===== src/hw/rtl/fls_pkg.sv =====
// Shared constants, types and the tap coefficient table of the stereo lowpass FIR.
// Used by fls_tap_cell, fls_sum_tree and fir_lowpass_stereo_unit; depends on nothing.
package fls_pkg;

	localparam int SAMPLE_W      = 16;
	localparam int COEF_W        = 14;
	localparam int PROD_W        = SAMPLE_W + COEF_W;
	// The coefficients add up to 32767, so every sum stays inside 31 signed bits.
	localparam int ACC_W         = PROD_W + 1;
	localparam int FRAC_W        = 15;
	localparam int TAP_COUNT_DEF = 10;
	localparam int CFG_IDX_W     = 8;
	localparam int CFG_DATA_W    = 8;

	localparam logic [CFG_IDX_W-1:0] REG_FILTER_ENABLE = CFG_IDX_W'(0);
	localparam logic [CFG_IDX_W-1:0] REG_STEREO_MODE   = CFG_IDX_W'(1);

	// RC lowpass taps for a 3000 Hz cutoff, normalized to unity DC gain, unsigned Q0.15 held in 14 bits.
	localparam logic [COEF_W-1:0] COEF_Q15 [TAP_COUNT_DEF] = '{
		COEF_W'(11558), COEF_W'(7538), COEF_W'(4916), COEF_W'(3206), COEF_W'(2091),
		COEF_W'(1364),  COEF_W'(889),  COEF_W'(580),  COEF_W'(378),  COEF_W'(247)
	};

	typedef logic signed [SAMPLE_W-1:0] sample_t;
	typedef logic signed [PROD_W-1:0]   prod_t;
	typedef logic signed [ACC_W-1:0]    acc_t;

	// Load enables of the pipeline stages behind the input.
	typedef struct packed {
		logic s2;
		logic s3;
		logic s4;
	} stage_en_t;

	// Per-word side information that travels along the pipeline.
	typedef struct packed {
		logic    filt;
		logic    stereo;
		sample_t left;
		sample_t right;
	} side_t;

endpackage


===== src/hw/rtl/fls_sum_tree.sv =====
// Registered adder tree that reduces the tap products of one channel to one sum
// over three stages. Uses fls_pkg.
module fls_sum_tree
	import fls_pkg::*;
#(
	parameter int TAP_COUNT = TAP_COUNT_DEF
) (
	input  logic      clk,
	input  stage_en_t en,
	input  prod_t     prod [TAP_COUNT],
	output acc_t      acc
);

	localparam int N2 = (TAP_COUNT + 1) / 2;
	localparam int N3 = (N2 + 1) / 2;

	acc_t sum_s2 [N2];
	acc_t sum_s3 [N3];
	acc_t acc_s4;
	acc_t acc_nxt;

	for (genvar j = 0; j < N2; j++) begin : g_s2
		if (2 * j + 1 < TAP_COUNT) begin : g_pair
			always_ff @(posedge clk) begin
				if (en.s2) begin
					sum_s2[j] <= ACC_W'(prod[2*j]) + ACC_W'(prod[2*j+1]);
				end
			end
		end else begin : g_single
			always_ff @(posedge clk) begin
				if (en.s2) begin
					sum_s2[j] <= ACC_W'(prod[2*j]);
				end
			end
		end
	end

	for (genvar j = 0; j < N3; j++) begin : g_s3
		if (2 * j + 1 < N2) begin : g_pair
			always_ff @(posedge clk) begin
				if (en.s3) begin
					sum_s3[j] <= sum_s2[2*j] + sum_s2[2*j+1];
				end
			end
		end else begin : g_single
			always_ff @(posedge clk) begin
				if (en.s3) begin
					sum_s3[j] <= sum_s2[2*j];
				end
			end
		end
	end

	always_comb begin
		acc_nxt = '0;
		for (int k = 0; k < N3; k++) begin
			acc_nxt = acc_nxt + sum_s3[k];
		end
	end

	always_ff @(posedge clk) begin
		if (en.s4) begin
			acc_s4 <= acc_nxt;
		end
	end

	assign acc = acc_s4;

endmodule


===== config.mk =====
export PLATFORM = sky130hd
export DESIGN_NAME = fls_sum_tree
export DESIGN_NICKNAME = d
export VERILOG_FILES = /design/src/hw/rtl/fls_pkg.sv /design/src/hw/rtl/fls_sum_tree.sv
export SDC_FILE = /design/constraint.sdc
export NUM_CORES = 1
export LEC_CHECK = 0
export ABC_AREA = 1
export ABC_CLOCK_PERIOD_IN_PS = 4900
export BUFFER_PORTS_ARGS = -buffer_cell sky130_fd_sc_hd__buf_2
export CORE_MARGIN = 4
export CORE_UTILIZATION = 30
export DETAILED_ROUTE_END_ITERATION = 7
export PLACE_DENSITY_LB_ADDON = 0.3
export SLEW_MARGIN = 10
export SYNTH_ARGS = -nofsm -noshare
export SYNTH_HDL_FRONTEND = slang
export SYNTH_SLANG_ARGS = --single-unit

===== constraint.sdc =====
create_clock -name clk -period 4.9 [get_ports clk]
set_input_delay 0.49 -clock clk [delete_from_list [all_inputs] [get_ports clk]]
set_output_delay 0.49 -clock clk [all_outputs]
set_load 0.02 [all_outputs]

# Word level (Yosys, flattened, before mapping)
# Memories as Yosys holds them, arrays and structs flattened.
# Cells that the tools add are included.
# Widths: inputs -> output; s select.
[classes] add_sub_neg=9 mux=4
[ops] cell="$add 30x30->31" count=5
[ops] cell="$add 31x31->31" count=4
[ops] cell="$mux 1" count=4
[totals] register_bits=31 ramBits=248 inputBits=304 output_inout_bits=31 elab_cells=16 memories=2
[mem_list] name="sum_s2" depth=5 width=31 read_ports=5 rd_ports_with_merged_regs=0 wr=5 line="fls_sum_tree.sv:17" text="acc_t sum_s2 [N2];"
[mem_list] name="sum_s3" depth=3 width=31 read_ports=3 rd_ports_with_merged_regs=0 wr=3 line="fls_sum_tree.sv:18" text="acc_t sum_s3 [N3];"

# Depth between registers and ports, before layout
[logic_depth] depth_word=2 ltp_mapped=15 depth_no_buf=15

# Worst setup path after synthesis
# Ideal clock, no wire load.
[synth_timing] path_kind="flip-flop to flip-flop" start="mem sum_s3[0][1] in the netlist's numbering" end="reg acc_s4[17] (netlist: acc[17]) (data pin)" setup_time_ps=256 arrival_ps=2221 required_time_ps=4644 path_slack_ps=2423 stages_incl_launch_ff=13 path_buffers=0 period_less_slack_ps=2477 cell_sequence="edfxtp_1 fa_1 ha_1 inv_1 fa_1 inv_1 nand3_1 nand3_1 nand2_1 a21oi_1 nor2_1 nand2_1 nand2_1"
[synth_lines] element="from (decl)" line="fls_sum_tree.sv:18"
[synth_lines] element="to (signal assigned)" line="fls_sum_tree.sv:63" text="acc_s4 <= acc_nxt;"
[synth_lines] element="to (decl)" line="fls_sum_tree.sv:19" text="acc_t acc_s4;"

==> reports/metrics.yaml <==
synthesis:
  syn_inst: 3993
  async_reset_ff_share_pct: 0
  yosys.area.top_type: "edfxtp_1"
  synth_ff_type: "edfxtp_1"
  synth_edf_count: 279
  synth_common_cells: "nand2_1, inv_1, nor2_1"
  ys_warn_count: 0
  synth_area_per_cell_um2: 6.734
  yosysMostFrequentCell: "nand2_1"
  syn-num-nets: 4574
  synth_top_area_share_pct: 31.16
  synth_seq_area_share_pct: 31.16
  synth-seq-cells: 279
  synth_area_um2: 26890
  synth.area.top_cells: "edfxtp_1, nand2_1, ha_1, inv_1, nor2_1"
  synth.distinct_cells: 23
timing:
  setup_viol: 0
  min_period_ns: 2.671
  hold_slack_ns: 0.2496
  slew_viol_final: 0
  fmax_ghz: 0.3743
  relSlewSlack_pct: 37.63
  rsz0062_at_grt: "no"
  hold_viol: 0
  tightest_slew_ns: 0.9355
  min_period_over_period_pct: 54.52
  setup_tns_ns: 0
  fin_skew_ns: 0.02476
clock_tree:
  path_clk_slew_ns: 0.06
  cts-root-buf: "clkbuf_16"
  cts_buffers: 31
  clock_sinks: 279
  worstSkewPairLatency_ns: 0.58
  postCtsSetupRepairBufs: 0
  h-tree-depth: 1
  cts_buffer_depth: 3
  ctsResizeCount: 0
  ctsHoldBuffers: 0
  cts_tree: "built"
global_route:
  antenna_found_initial: 6
  grt_max_degree: 91
  grt_pass1_vias: 23430
  grt_usage_pct: 16.40
  grt_pass1_wl_um: 123500
  grt_overflow: 0
power_and_ir_drop:
  cellPowerDensity_nw_per_um2: 423.0
  leakage_nw: 17.63
  vdd_ir_drop_max_uv: 408.1
critical_path:
  cp.arrival_ns: 2.99
  criticalPathCategory: "reg2reg"
  worstSetupEndpointType: "register"
  rr_endpoint: "acc[29]$_DFFE_PP_"
  ff2ff_path_depth: 12
  timing.rr.start: "sum_s3[0][1]$_DFFE_PP_"
  reg2reg_setup_slack_ns: 2.23
  cp_max_fo: 4
  setup.worst_path.end: "acc[29]$_DFFE_PP_"
  critPathRequiredTime_ns: 5.22
  start_kind: "register"
  crit_start: "sum_s3[0][1]$_DFFE_PP_"
die:
  die_y_um: 307.4
  core_area_um2: 88650
  chipWidth_um: 307.4
  io_pins: 335
  die_area_um2: 94480
  rows: 109
  initial_core_util_pct: 30.33
routing:
  routedWlPerCell_um: 14.16
  drt_first_iter_violations: 1279
  firstDrtPassIters: 8
  drc: 0
  avgViaCountPerCell: 4.367
  wirelength_um: 78640
  vias: 24260
  detail-route-antenna-nets: 0
place:
  portBuffers: 334
  gp_congestion: 0.9117
  dp_hpwl_um: 68850
finish:
  drive_above_1_share_pct: 12.84
  area_growth_pct: 15.83
  post-route-util_pct: 35.13
  nets: 4943
job:
  maxCapViolations: 0
worst_hold_path:
  hold_class: "in2reg"
run_status:
  status: "completed"
## layer usage
layer | up-vias | track usage [%] | wire, um
met3 | 78 | 1.327 | 2710
li1 | 13060 | - | -
met4 | 2 | 3.499 | 1642
met1 | 10740 | 21.64 | 36060
met2 | 383 | 29.40 | 38220
met5 | - | 0 | 13
## state kept, by name (all words and copies together) (netlist names)
| name | cells |
|---|---|
| acc | 31 |
| sum_s2 | 155 |
| sum_s3 | 93 |
## power breakdown
part | internal (mW) | switching [mW]
registers | 3.52 | 0.289
logic | 2.34 | 4.55
clock network | 1.53 | 0.945
total | 7.39 | 5.78
## cells by family (layout without fill, tap and decap cells)
logic type / count (synthesis) / in the layout / share of synthesized area [%]
other: 0 / 4 / 0
AOI/OAI and AO/OA: 192 / 192 / 3.965
xor gates and xnor gates: 123 / 123 / 4.007
and+or+nand+nor: 2316 / 2316 / 35.66
adders and majority gates: 277 / 277 / 13.95
DFF: 279 / 279 / 31.16
buffers and inverters: 806 / 1199 / 11.25
## layout make-up
type,instances,area [um^2]
clock buffers,40,809.5
clock inverters,17,271.5
fillers,9707,57500
well taps,1165,1458
multi-input cells,2908,15480
inverters,806,3025
flip-flops and latches,279,8378
repair buffers,336,1708
diodes,4,10.01
## layout by cell type, fill, tap and decap left out, types with 38 or more instances in the layout
| cell | instances |
|---|---|
| a21oi_1 | 155 |
| buf_2 | 332 |
| edfxtp_1 | 279 |
| fa_1 | 38 |
| ha_1 | 239 |
| inv_1 | 783 |
| nand2_1 | 1625 |
| nand2_2 | 90 |
| nand3_1 | 168 |
| nand3_2 | 39 |
| nor2_1 | 303 |
| xor2_1 | 118 |
## worst min-delay path by stage
stage | from | to | slack (ns) | depth (start not counted)
global route | prod[270] | sum_s2[0][0]$_DFFE_PP_ | 0.25 | 2
finish | prod[270] | sum_s2[0][0]$_DFFE_PP_ | 0.25 | 2
floorplan | sum_s2[0][124]$_DFFE_PP_ | sum_s3[0][62]$_DFFE_PP_ | 0.40 | 0
CTS | prod[30] | sum_s2[0][124]$_DFFE_PP_ | 0.23 | 2
detailed placement | sum_s2[0][124]$_DFFE_PP_ | sum_s3[0][62]$_DFFE_PP_ | 0.40 | 0
global placement | sum_s2[0][147]$_DFFE_PP_ | sum_s3[0][85]$_DFFE_PP_ | 0.40 | 0
## per-stage QoR
stage                     std cells  total power [mW]  instance area [um^2]  setup slack [ns]
after global placement         5494             10.77                 30050             2.245
final                          5555             13.17                 31140             2.229
after global routing           5553             14.40                 31140             1.996
after floorplan                3993             8.609                 26890             2.423
after CTS                      5551             13.35                 31130             2.202
after detailed placement       5494             10.81                 30050             2.210
## worst max-delay path, stage by stage (launching register included)
cell      delay, ns
edfxtp_1       0.39
fa_1           0.55
ha_1           0.19
inv_1          0.07
fa_1           0.45
inv_1          0.09
nand3_1        0.06
nand3_1        0.16
nand3_1        0.12
nand3_2        0.11
nand2_1        0.08
nand3_1        0.09
nand2_1        0.06
(Power assumes the default switching activity.)
