### config.mk
export PLATFORM = sky130hd
export DESIGN_NAME = fls_tap_cell
export DESIGN_NICKNAME = d
export VERILOG_FILES = /design/src/hw/rtl/fls_pkg.sv /design/src/hw/rtl/fls_tap_cell.sv
export SDC_FILE = /design/constraint.sdc
export NUM_CORES = 1
export LEC_CHECK = 0
export BUFFER_PORTS_ARGS = -buffer_cell sky130_fd_sc_hd__clkbuf_2
export CORE_AREA = 2 2 107 109
export DETAILED_ROUTE_END_ITERATION = 10
export DIE_AREA = 0 0 109 111
export PLACE_DENSITY = 0.75
export REMOVE_ABC_BUFFERS = 1
export SETUP_SLACK_MARGIN = 0.02
export SYNTH_ARGS = -nofsm -noshare
export SYNTH_HDL_FRONTEND = slang
export SYNTH_SLANG_ARGS = --single-unit
### constraint.sdc
create_clock -name clk -period 8.6 [get_ports clk]
set_input_delay 0.86 -clock clk [delete_from_list [all_inputs] [get_ports clk]]
set_output_delay 0.86 -clock clk [all_outputs]
set_load 0.005 [all_outputs]
### src/hw/rtl/fls_pkg.sv
// Shared constants, types and the tap coefficient table of the stereo lowpass FIR.
// Used by fls_tap_cell, fls_sum_tree and fir_lowpass_stereo_unit; depends on nothing.
package fls_pkg;

	localparam int SAMPLE_W      = 16;
	localparam int COEF_W        = 14;
	localparam int PROD_W        = SAMPLE_W + COEF_W;
	// The coefficients add up to 32767, so every sum stays inside 31 signed bits.
	localparam int ACC_W         = PROD_W + 1;
	localparam int FRAC_W        = 15;
	localparam int TAP_COUNT_DEF = 10;
	localparam int CFG_IDX_W     = 8;
	localparam int CFG_DATA_W    = 8;

	localparam logic [CFG_IDX_W-1:0] REG_FILTER_ENABLE = CFG_IDX_W'(0);
	localparam logic [CFG_IDX_W-1:0] REG_STEREO_MODE   = CFG_IDX_W'(1);

	// RC lowpass taps for a 3000 Hz cutoff, normalized to unity DC gain, unsigned Q0.15 held in 14 bits.
	localparam logic [COEF_W-1:0] COEF_Q15 [TAP_COUNT_DEF] = '{
		COEF_W'(11558), COEF_W'(7538), COEF_W'(4916), COEF_W'(3206), COEF_W'(2091),
		COEF_W'(1364),  COEF_W'(889),  COEF_W'(580),  COEF_W'(378),  COEF_W'(247)
	};

	typedef logic signed [SAMPLE_W-1:0] sample_t;
	typedef logic signed [PROD_W-1:0]   prod_t;
	typedef logic signed [ACC_W-1:0]    acc_t;

	// Load enables of the pipeline stages behind the input.
	typedef struct packed {
		logic s2;
		logic s3;
		logic s4;
	} stage_en_t;

	// Per-word side information that travels along the pipeline.
	typedef struct packed {
		logic    filt;
		logic    stereo;
		sample_t left;
		sample_t right;
	} side_t;

endpackage

### src/hw/rtl/fls_tap_cell.sv
// One tap of a delay line: holds a sample, hands it to the next tap on a shift,
// and registers the product of its new sample with its coefficient. Uses fls_pkg.
module fls_tap_cell
	import fls_pkg::*;
#(
	parameter int TAP_IDX = 0
) (
	input  logic    clk,
	input  logic    arst_n,
	input  logic    shift_en,
	input  logic    load_en,
	input  sample_t sample_in,
	output sample_t hist,
	output prod_t   prod
);

	sample_t hist_q;
	sample_t hist_nxt;
	prod_t   prod_s1;
	prod_t   coef_ext;

	assign hist_nxt = shift_en ? sample_in : hist_q;
	assign coef_ext = $signed(PROD_W'(COEF_Q15[TAP_IDX]));

	always_ff @(posedge clk or negedge arst_n) begin
		if (!arst_n) begin
			hist_q <= '0;
		end else if (shift_en) begin
			hist_q <= sample_in;
		end
	end

	always_ff @(posedge clk) begin
		if (load_en) begin
			prod_s1 <= PROD_W'(hist_nxt) * coef_ext;
		end
	end

	assign hist = hist_q;
	assign prod = prod_s1;

endmodule

=== Word level (Yosys, flattened, before mapping) ===
Cells that the tools add are included.

* Register bits after elaboration: 45
* Bits of input ports: 20
* Output and inout bits: 46
* Word-level logic and storage cells: 4

* $mul: 1
* Mux-type cells: 1

{| class="wikitable"
|+ Operator list
! cell !! count
|-
| $mul 16x14->29 const B || 1
|-
| $mux 16 || 1
|}

=== Depth between registers and ports, before layout ===
Gate-level depths: netlist of run 1.

* Word-level depth: 2
* Depth in mapped cells: 24
* Gate-level depth less buffers: 22

=== Worst setup path before layout of run 1 ===
OpenSTA, ideal clock, no wires.

* Path type: input to register
* From: input port shift_en
* To: register prod_s1[27] (netlist: prod[27]), data pin
* Arrival time: 7.457 ns
* Data required time: 8.339 ns
* Path slack: 0.882 ns
* Cell stages on the path: 20
* Path buffers: 1
* Cell sequence: clkbuf_1 > mux2i_1 > inv_1 > ha_1 > inv_1 > fa_1 > inv_1 > fa_1 > fa_1 > inv_1 > fa_1 > inv_1 > ha_1 > and3_1 > and2_4 > a221oi_2 > o21ai_2 > a221oi_2 > o21ai_2 > xor2_1

* Cells in the longest elaborated chain, start to end: 2

{| class="wikitable"
|+ RTL lines
! item !! line !! RTL
|-
| start: declaration || fls_tap_cell.sv:10 || <nowiki>input logic shift_en,</nowiki>
|-
| $mux 16 || -- ||
|-
| named net hist_nxt[15] || fls_tap_cell.sv:18 || <nowiki>sample_t hist_nxt;</nowiki>
|-
| $mul 16x14->29 || fls_tap_cell.sv:35 || <nowiki>prod_s1 <= PROD_W'(hist_nxt) * coef_ext;</nowiki>
|-
| end signal: assignment || fls_tap_cell.sv:35 ||
|-
| end: declaration || fls_tap_cell.sv:19 || <nowiki>prod_t prod_s1;</nowiki>
|}

The timed path passes the listed nets, and every way through them passes these cells.
A chain may end at the register's enable or synchronous reset.

=== Worst setup path after layout of run 1 ===
Ends and elaborated chain as after synthesis.

==> flow_summary.yaml, run 1 <==
status:
  status: "complete, no violations"
route:
  via_count: 3868
  wirelength_um: 11400
  wl_per_cell_um: 15.1
  drc: 0
  post_drt_via_cell_ratio: 5.12
  drtIter0Drc: 134
  ant_nets: 0
  dr.pass1.iters: 4
critical_path:
  cp_max_fo: 17
  critPathCaptureType: "flop"
  r2r_slack_ns: 2.81
  worstPathArrival_ns: 6.50
  crit_path_start_kind: "primary input"
  worst_ep_required_time_ns: 8.64
  crit_type: "primary input to flop"
  r2r_cells: 20
  r2r-start: "hist[15]"
  crit_path_start: "shift_en"
  worstReg2RegEnd: "prod[27]"
hold_path:
  hp-class: "primary input to async pin"
die:
  dieArea_sq_um: 12100
  fp.coreArea_sq_um: 11100
  start_util: 0.533
  die_h_um: 111
  num_rows: 39
  io_pins: 66
  die_w_um: 109
cells_and_area:
  fin_cells: 755
  final_cell_mix: "136 x inv_1, 109 x ha_1, 79 x fa_1, 64 x clkbuf_2, 29 x edfxtp_1"
  n_fill_cell: 917
  drive_above_1_share: 0.152
  seq_area_sq_um: 1270
  syn_to_final_growth_pct: 10.4
  multi_input_area_sq_um: 4080
  final_common_cell: "inv_1"
  nets: 819
  n_antenna_cell: 0
run:
  cap_violations: 0
clocking:
  cts_tree: "built"
  clockBufferDepth: 2
  ctsHoldBuffers: 0
  cts_sinks: 45
  cts_max_level: 2
  clockRootBuffer: "clkbuf_16"
  post-cts-setup-buffer-count: 0
  path_clk_slew_ns: 0.07
  cts_buffers: 5
  clk_latency_ns: 0.29
  cts_resized: 0
global_routing:
  grt_pass1_vias: 4128
  grt_start_max_net_pins: 30
  grt_usage: 0.203
  grt_pass1_wl_um: 19500
  gr-total-overflow: 0
  antenna_found_initial: 0
synth:
  yosysSeqAreaShare: 0.215
  synth.avg_cell_area_sq_um: 10.8
  synth_top_flop_cell: "edfxtp_1"
  yosysWarnings: 0
  ys_ff_latch: 45
  syn-cell-area_sq_um: 5900
  synthArstFlopShare: 0.356
  synth_edf_count: 29
  synthDistinctLibCells: 39
  synth_cells: 546
sta:
  rsz0062_at_grt: "no"
  setup_tns_ns: 0
  min_period_ns: 6.47
  slew_viol_final: 0
  fmaxAchievable_mhz: 155
  tightest_slew_ns: 0.684
  setup_violations: 0
  slew_headroom: 0.543
  final-hold-violation-count: 0
  min_period_over_period: 0.752
  clock_skew_ns: 0.00543
place:
  numPortBuffers: 64
  dp.cells: 747
  hpwlAfterDp_um: 9640
  gp_congestion: 0.918
==> worst max-delay path, stage by stage <==
cell,delay [ns]
clkbuf_2,0.39
mux2i_2,0.27
buf_4,0.30
inv_1,0.38
ha_1,0.42
inv_1,0.05
fa_1,0.49
inv_1,0.05
fa_1,0.46
fa_1,0.54
inv_1,0.05
fa_1,0.50
inv_1,0.04
ha_1,0.36
and3_1,0.24
and2_4,0.17
a221oi_2,0.25
o21ai_2,0.11
a221oi_2,0.32
o21ai_2,0.08
xor2_1,0.14
==> layout make-up <==
cell class              instances  area share
flip-flops and latches         45       0.195
well taps                     143      0.0275
repair buffers                 65      0.0503
multi-input cells             358       0.625
inverters                     136      0.0783
clock buffers                   6      0.0213
clock inverters                 2     0.00211
==> synth_stat cells, types with 4 or more instances <==
library cell  instances  area share
mux2i_1               8       0.014
edfxtp_1             29        0.15
xor2_1               12       0.018
dfrtp_1              16       0.068
nand2_1              18       0.011
a21o_1                7      0.0089
nand3_1               7      0.0059
nor2_1               11      0.0070
a31oi_1               4      0.0042
o21ai_0              14       0.012
and3_1                6      0.0064
a21oi_1              28       0.024
nor2b_1               5      0.0053
ha_1                109        0.23
fa_1                 79        0.27
o21bai_1              4      0.0051
xnor2_1              15       0.022
mux2_2                9       0.017
inv_1               136       0.086
==> registers in the layout (all words and copies together), names as in the netlist <==
name,flops
prod,29
hist,16
==> worst max path at each step <==
| stage | to | slack, ns | cells after the start |
|---|---|---|---|
| after floorplan | prod[27] | 1.21 | 19 |
| after global placement | prod[27] | 1.90 | 21 |
| final | prod[27] | 2.13 | 21 |
| after global routing | prod[27] | 1.78 | 21 |
| after detailed placement | prod[27] | 1.81 | 21 |
| after CTS | prod[27] | 2.11 | 21 |
==> through the flow <==
step / setup slack, ns / util / hold slack, ns / instance area, sq um
after detailed placement: 1.81 / 0.574 / 0.637 / 6360
after global placement: 1.90 / 0.574 / 0.629 / 6360
after floorplan: 1.21 / - / 0.564 / 5850
after CTS: 2.11 / 0.588 / 0.508 / 6520
final: 2.13 / 0.588 / 0.491 / 6520
after global routing: 1.78 / 0.588 / 0.511 / 6520
==> logic make-up (layout without fill, tap and decap cells) <==
| kind of cell | after synthesis | count (layout) | share of synthesized area |
|---|---|---|---|
| DFF | 45 | 45 | 0.215 |
| other | 1 | 1 | 0.000635 |
| and+or+nand+nor | 55 | 55 | 0.0454 |
| muxes | 17 | 17 | 0.0307 |
| AOI/OAI and AO/OA | 70 | 70 | 0.0740 |
| buffers and inverters | 143 | 209 | 0.0948 |
| adders and majority gates | 188 | 188 | 0.499 |
| xor gates and xnor gates | 27 | 27 | 0.0401 |
==> per-layer routing <==
layer | GRT usage | up-vias | wire length, um
met5 | 0 | - | 0
li1 | - | 1890 | -
met1 | 0.296 | 1860 | 5480
met3 | 0.0364 | 12 | 578
met4 | 0.0393 | 0 | 163
met2 | 0.321 | 106 | 5200
Power of run 1 is left out: the tool's default activity adds up to more than one toggle a clock period on the data nets, which glitch-free logic cannot reach.
==> inputs of run 2 (changes only) <==
Clock period 8.6 ns to 6.2 ns, I/O delays scaled along.
==> flow_summary.yaml, run 2 (same netlist as run 1, synthesis figures left out) <==
status:
  status: "complete, no violations"
place:
  placed_area_sq_um: 6590
  dp_slack_ns: 0.128
  hpwlAfterDp_um: 10300
  numPortBuffers: 64
  gp_congestion: 0.953
global_routing:
  grt_start_max_net_pins: 30
  grt_pass1_vias: 4295
  antenna_found_initial: 0
  use_met2: 0.352
  grt_usage: 0.216
  busiest_layer: "met2"
  grt_pass1_wl_um: 20400
  use_met3: 0.0270
  gr-total-overflow: 0
  grt_use_met1: 0.308
clocking:
  cts_resized: 0
  clk_latency_ns: 0.30
  ctsHoldBuffers: 0
  cts_sinks: 45
  clockRootBuffer: "clkbuf_16"
  cts_max_level: 2
  cts_tree: "built"
  clockBufferDepth: 2
  cts_buffers: 5
  post-cts-setup-buffer-count: 0
  path_clk_slew_ns: 0.07
cells_and_area:
  fin_util: 0.610
  final_cell_mix: "136 x inv_1, 109 x ha_1, 79 x fa_1, 64 x clkbuf_2, 29 x edfxtp_1"
  drive_above_1_share: 0.189
  final_common_cell: "inv_1"
  syn_to_final_growth_pct: 14.4
  largest_reg_flops: 29
  nets: 847
  n_antenna_cell: 0
  finalInstanceArea_sq_um: 6750
critical_path:
  worst_ep_required_time_ns: 6.25
  worstPathArrival_ns: 5.82
  crit_type: "primary input to flop"
  crit_path_start_kind: "primary input"
  critPathCaptureType: "flop"
  cp_max_fo: 12
sta:
  setup_violations: 0
  fmaxAchievable_mhz: 173
  rsz0062_at_grt: "no"
  slew_headroom: 0.547
  slew_viol_final: 0
  final-hold-violation-count: 0
  clock_skew_ns: 0.00634
  min_period_over_period: 0.931
  timing.final.ws_setup_ns: 0.429
  min_period_ns: 5.77
  tightest_slew_ns: 0.680
route:
  post_drt_via_cell_ratio: 5.16
  drtIter0Drc: 191
  wirelength_um: 12000
  dr.pass1.iters: 4
  drc: 0
  ant_nets: 0
  wl_per_cell_um: 15.3
  via_count: 4044
die:
  die_h_um: 111
  start_util: 0.533
  io_pins: 66
  fp.coreArea_sq_um: 11100
  dieArea_sq_um: 12100
  num_rows: 39
  die_w_um: 109
hold_path:
  hp-class: "primary input to async pin"
run:
  cap_violations: 0
==> run 2: final timing paths <==
kind,startpoint,to,slack [ns],cells after the start
setup / recovery,shift_en,prod[27],0.43,21
hold / removal,arst_n,hist[14],0.23,1
setup reg to reg,hist[3],prod[27],0.78,19
hold reg to reg,hist[11],hist[11],0.65,2
max in group asynchronous,arst_n,hist[15],5.69,1
min in group clk,hist[11],hist[11],0.65,2
==> run 2: metrics by stage <==
stage	std cells	hold WS, ns	TNS (ns)
global placement	775	0.556	0
global route	783	0.260	0
detailed placement	775	0.559	0
finish	783	0.231	0
floorplan	539	0.324	-6.45
CTS	783	0.249	0
==> run 2: metal layers <==
layer	wire [um]	part of all wire
met1	5520	0.46
met2	5730	0.48
met3	594	0.049
met4	163	0.014
met5	0	0
==> run 2: cell type report <==
| class | count | area (sq um) |
|---|---|---|
| well taps | 143 | 179 |
| flip-flops and latches | 45 | 1270 |
| multi-input cells | 358 | 4080 |
| repair buffers | 93 | 551 |
| clock buffers | 7 | 158 |
| clock inverters | 1 | 8.76 |
| inverters | 136 | 510 |
| fillers | 887 | 4320 |
==> run 2: critical path, stage by stage <==
cell      delay (ns)
clkbuf_2        0.27
buf_4           0.23
mux2i_1         0.31
inv_1           0.23
ha_1            0.33
inv_1           0.05
fa_1            0.51
inv_1           0.05
fa_1            0.46
fa_1            0.54
inv_1           0.05
fa_1            0.49
inv_1           0.04
ha_1            0.29
and3_1          0.22
and2_4          0.17
a221oi_2        0.26
o21ai_2         0.12
a221oi_2        0.31
o21ai_2         0.08
xor2_1          0.14
Power of run 2 is left out for the same reason.
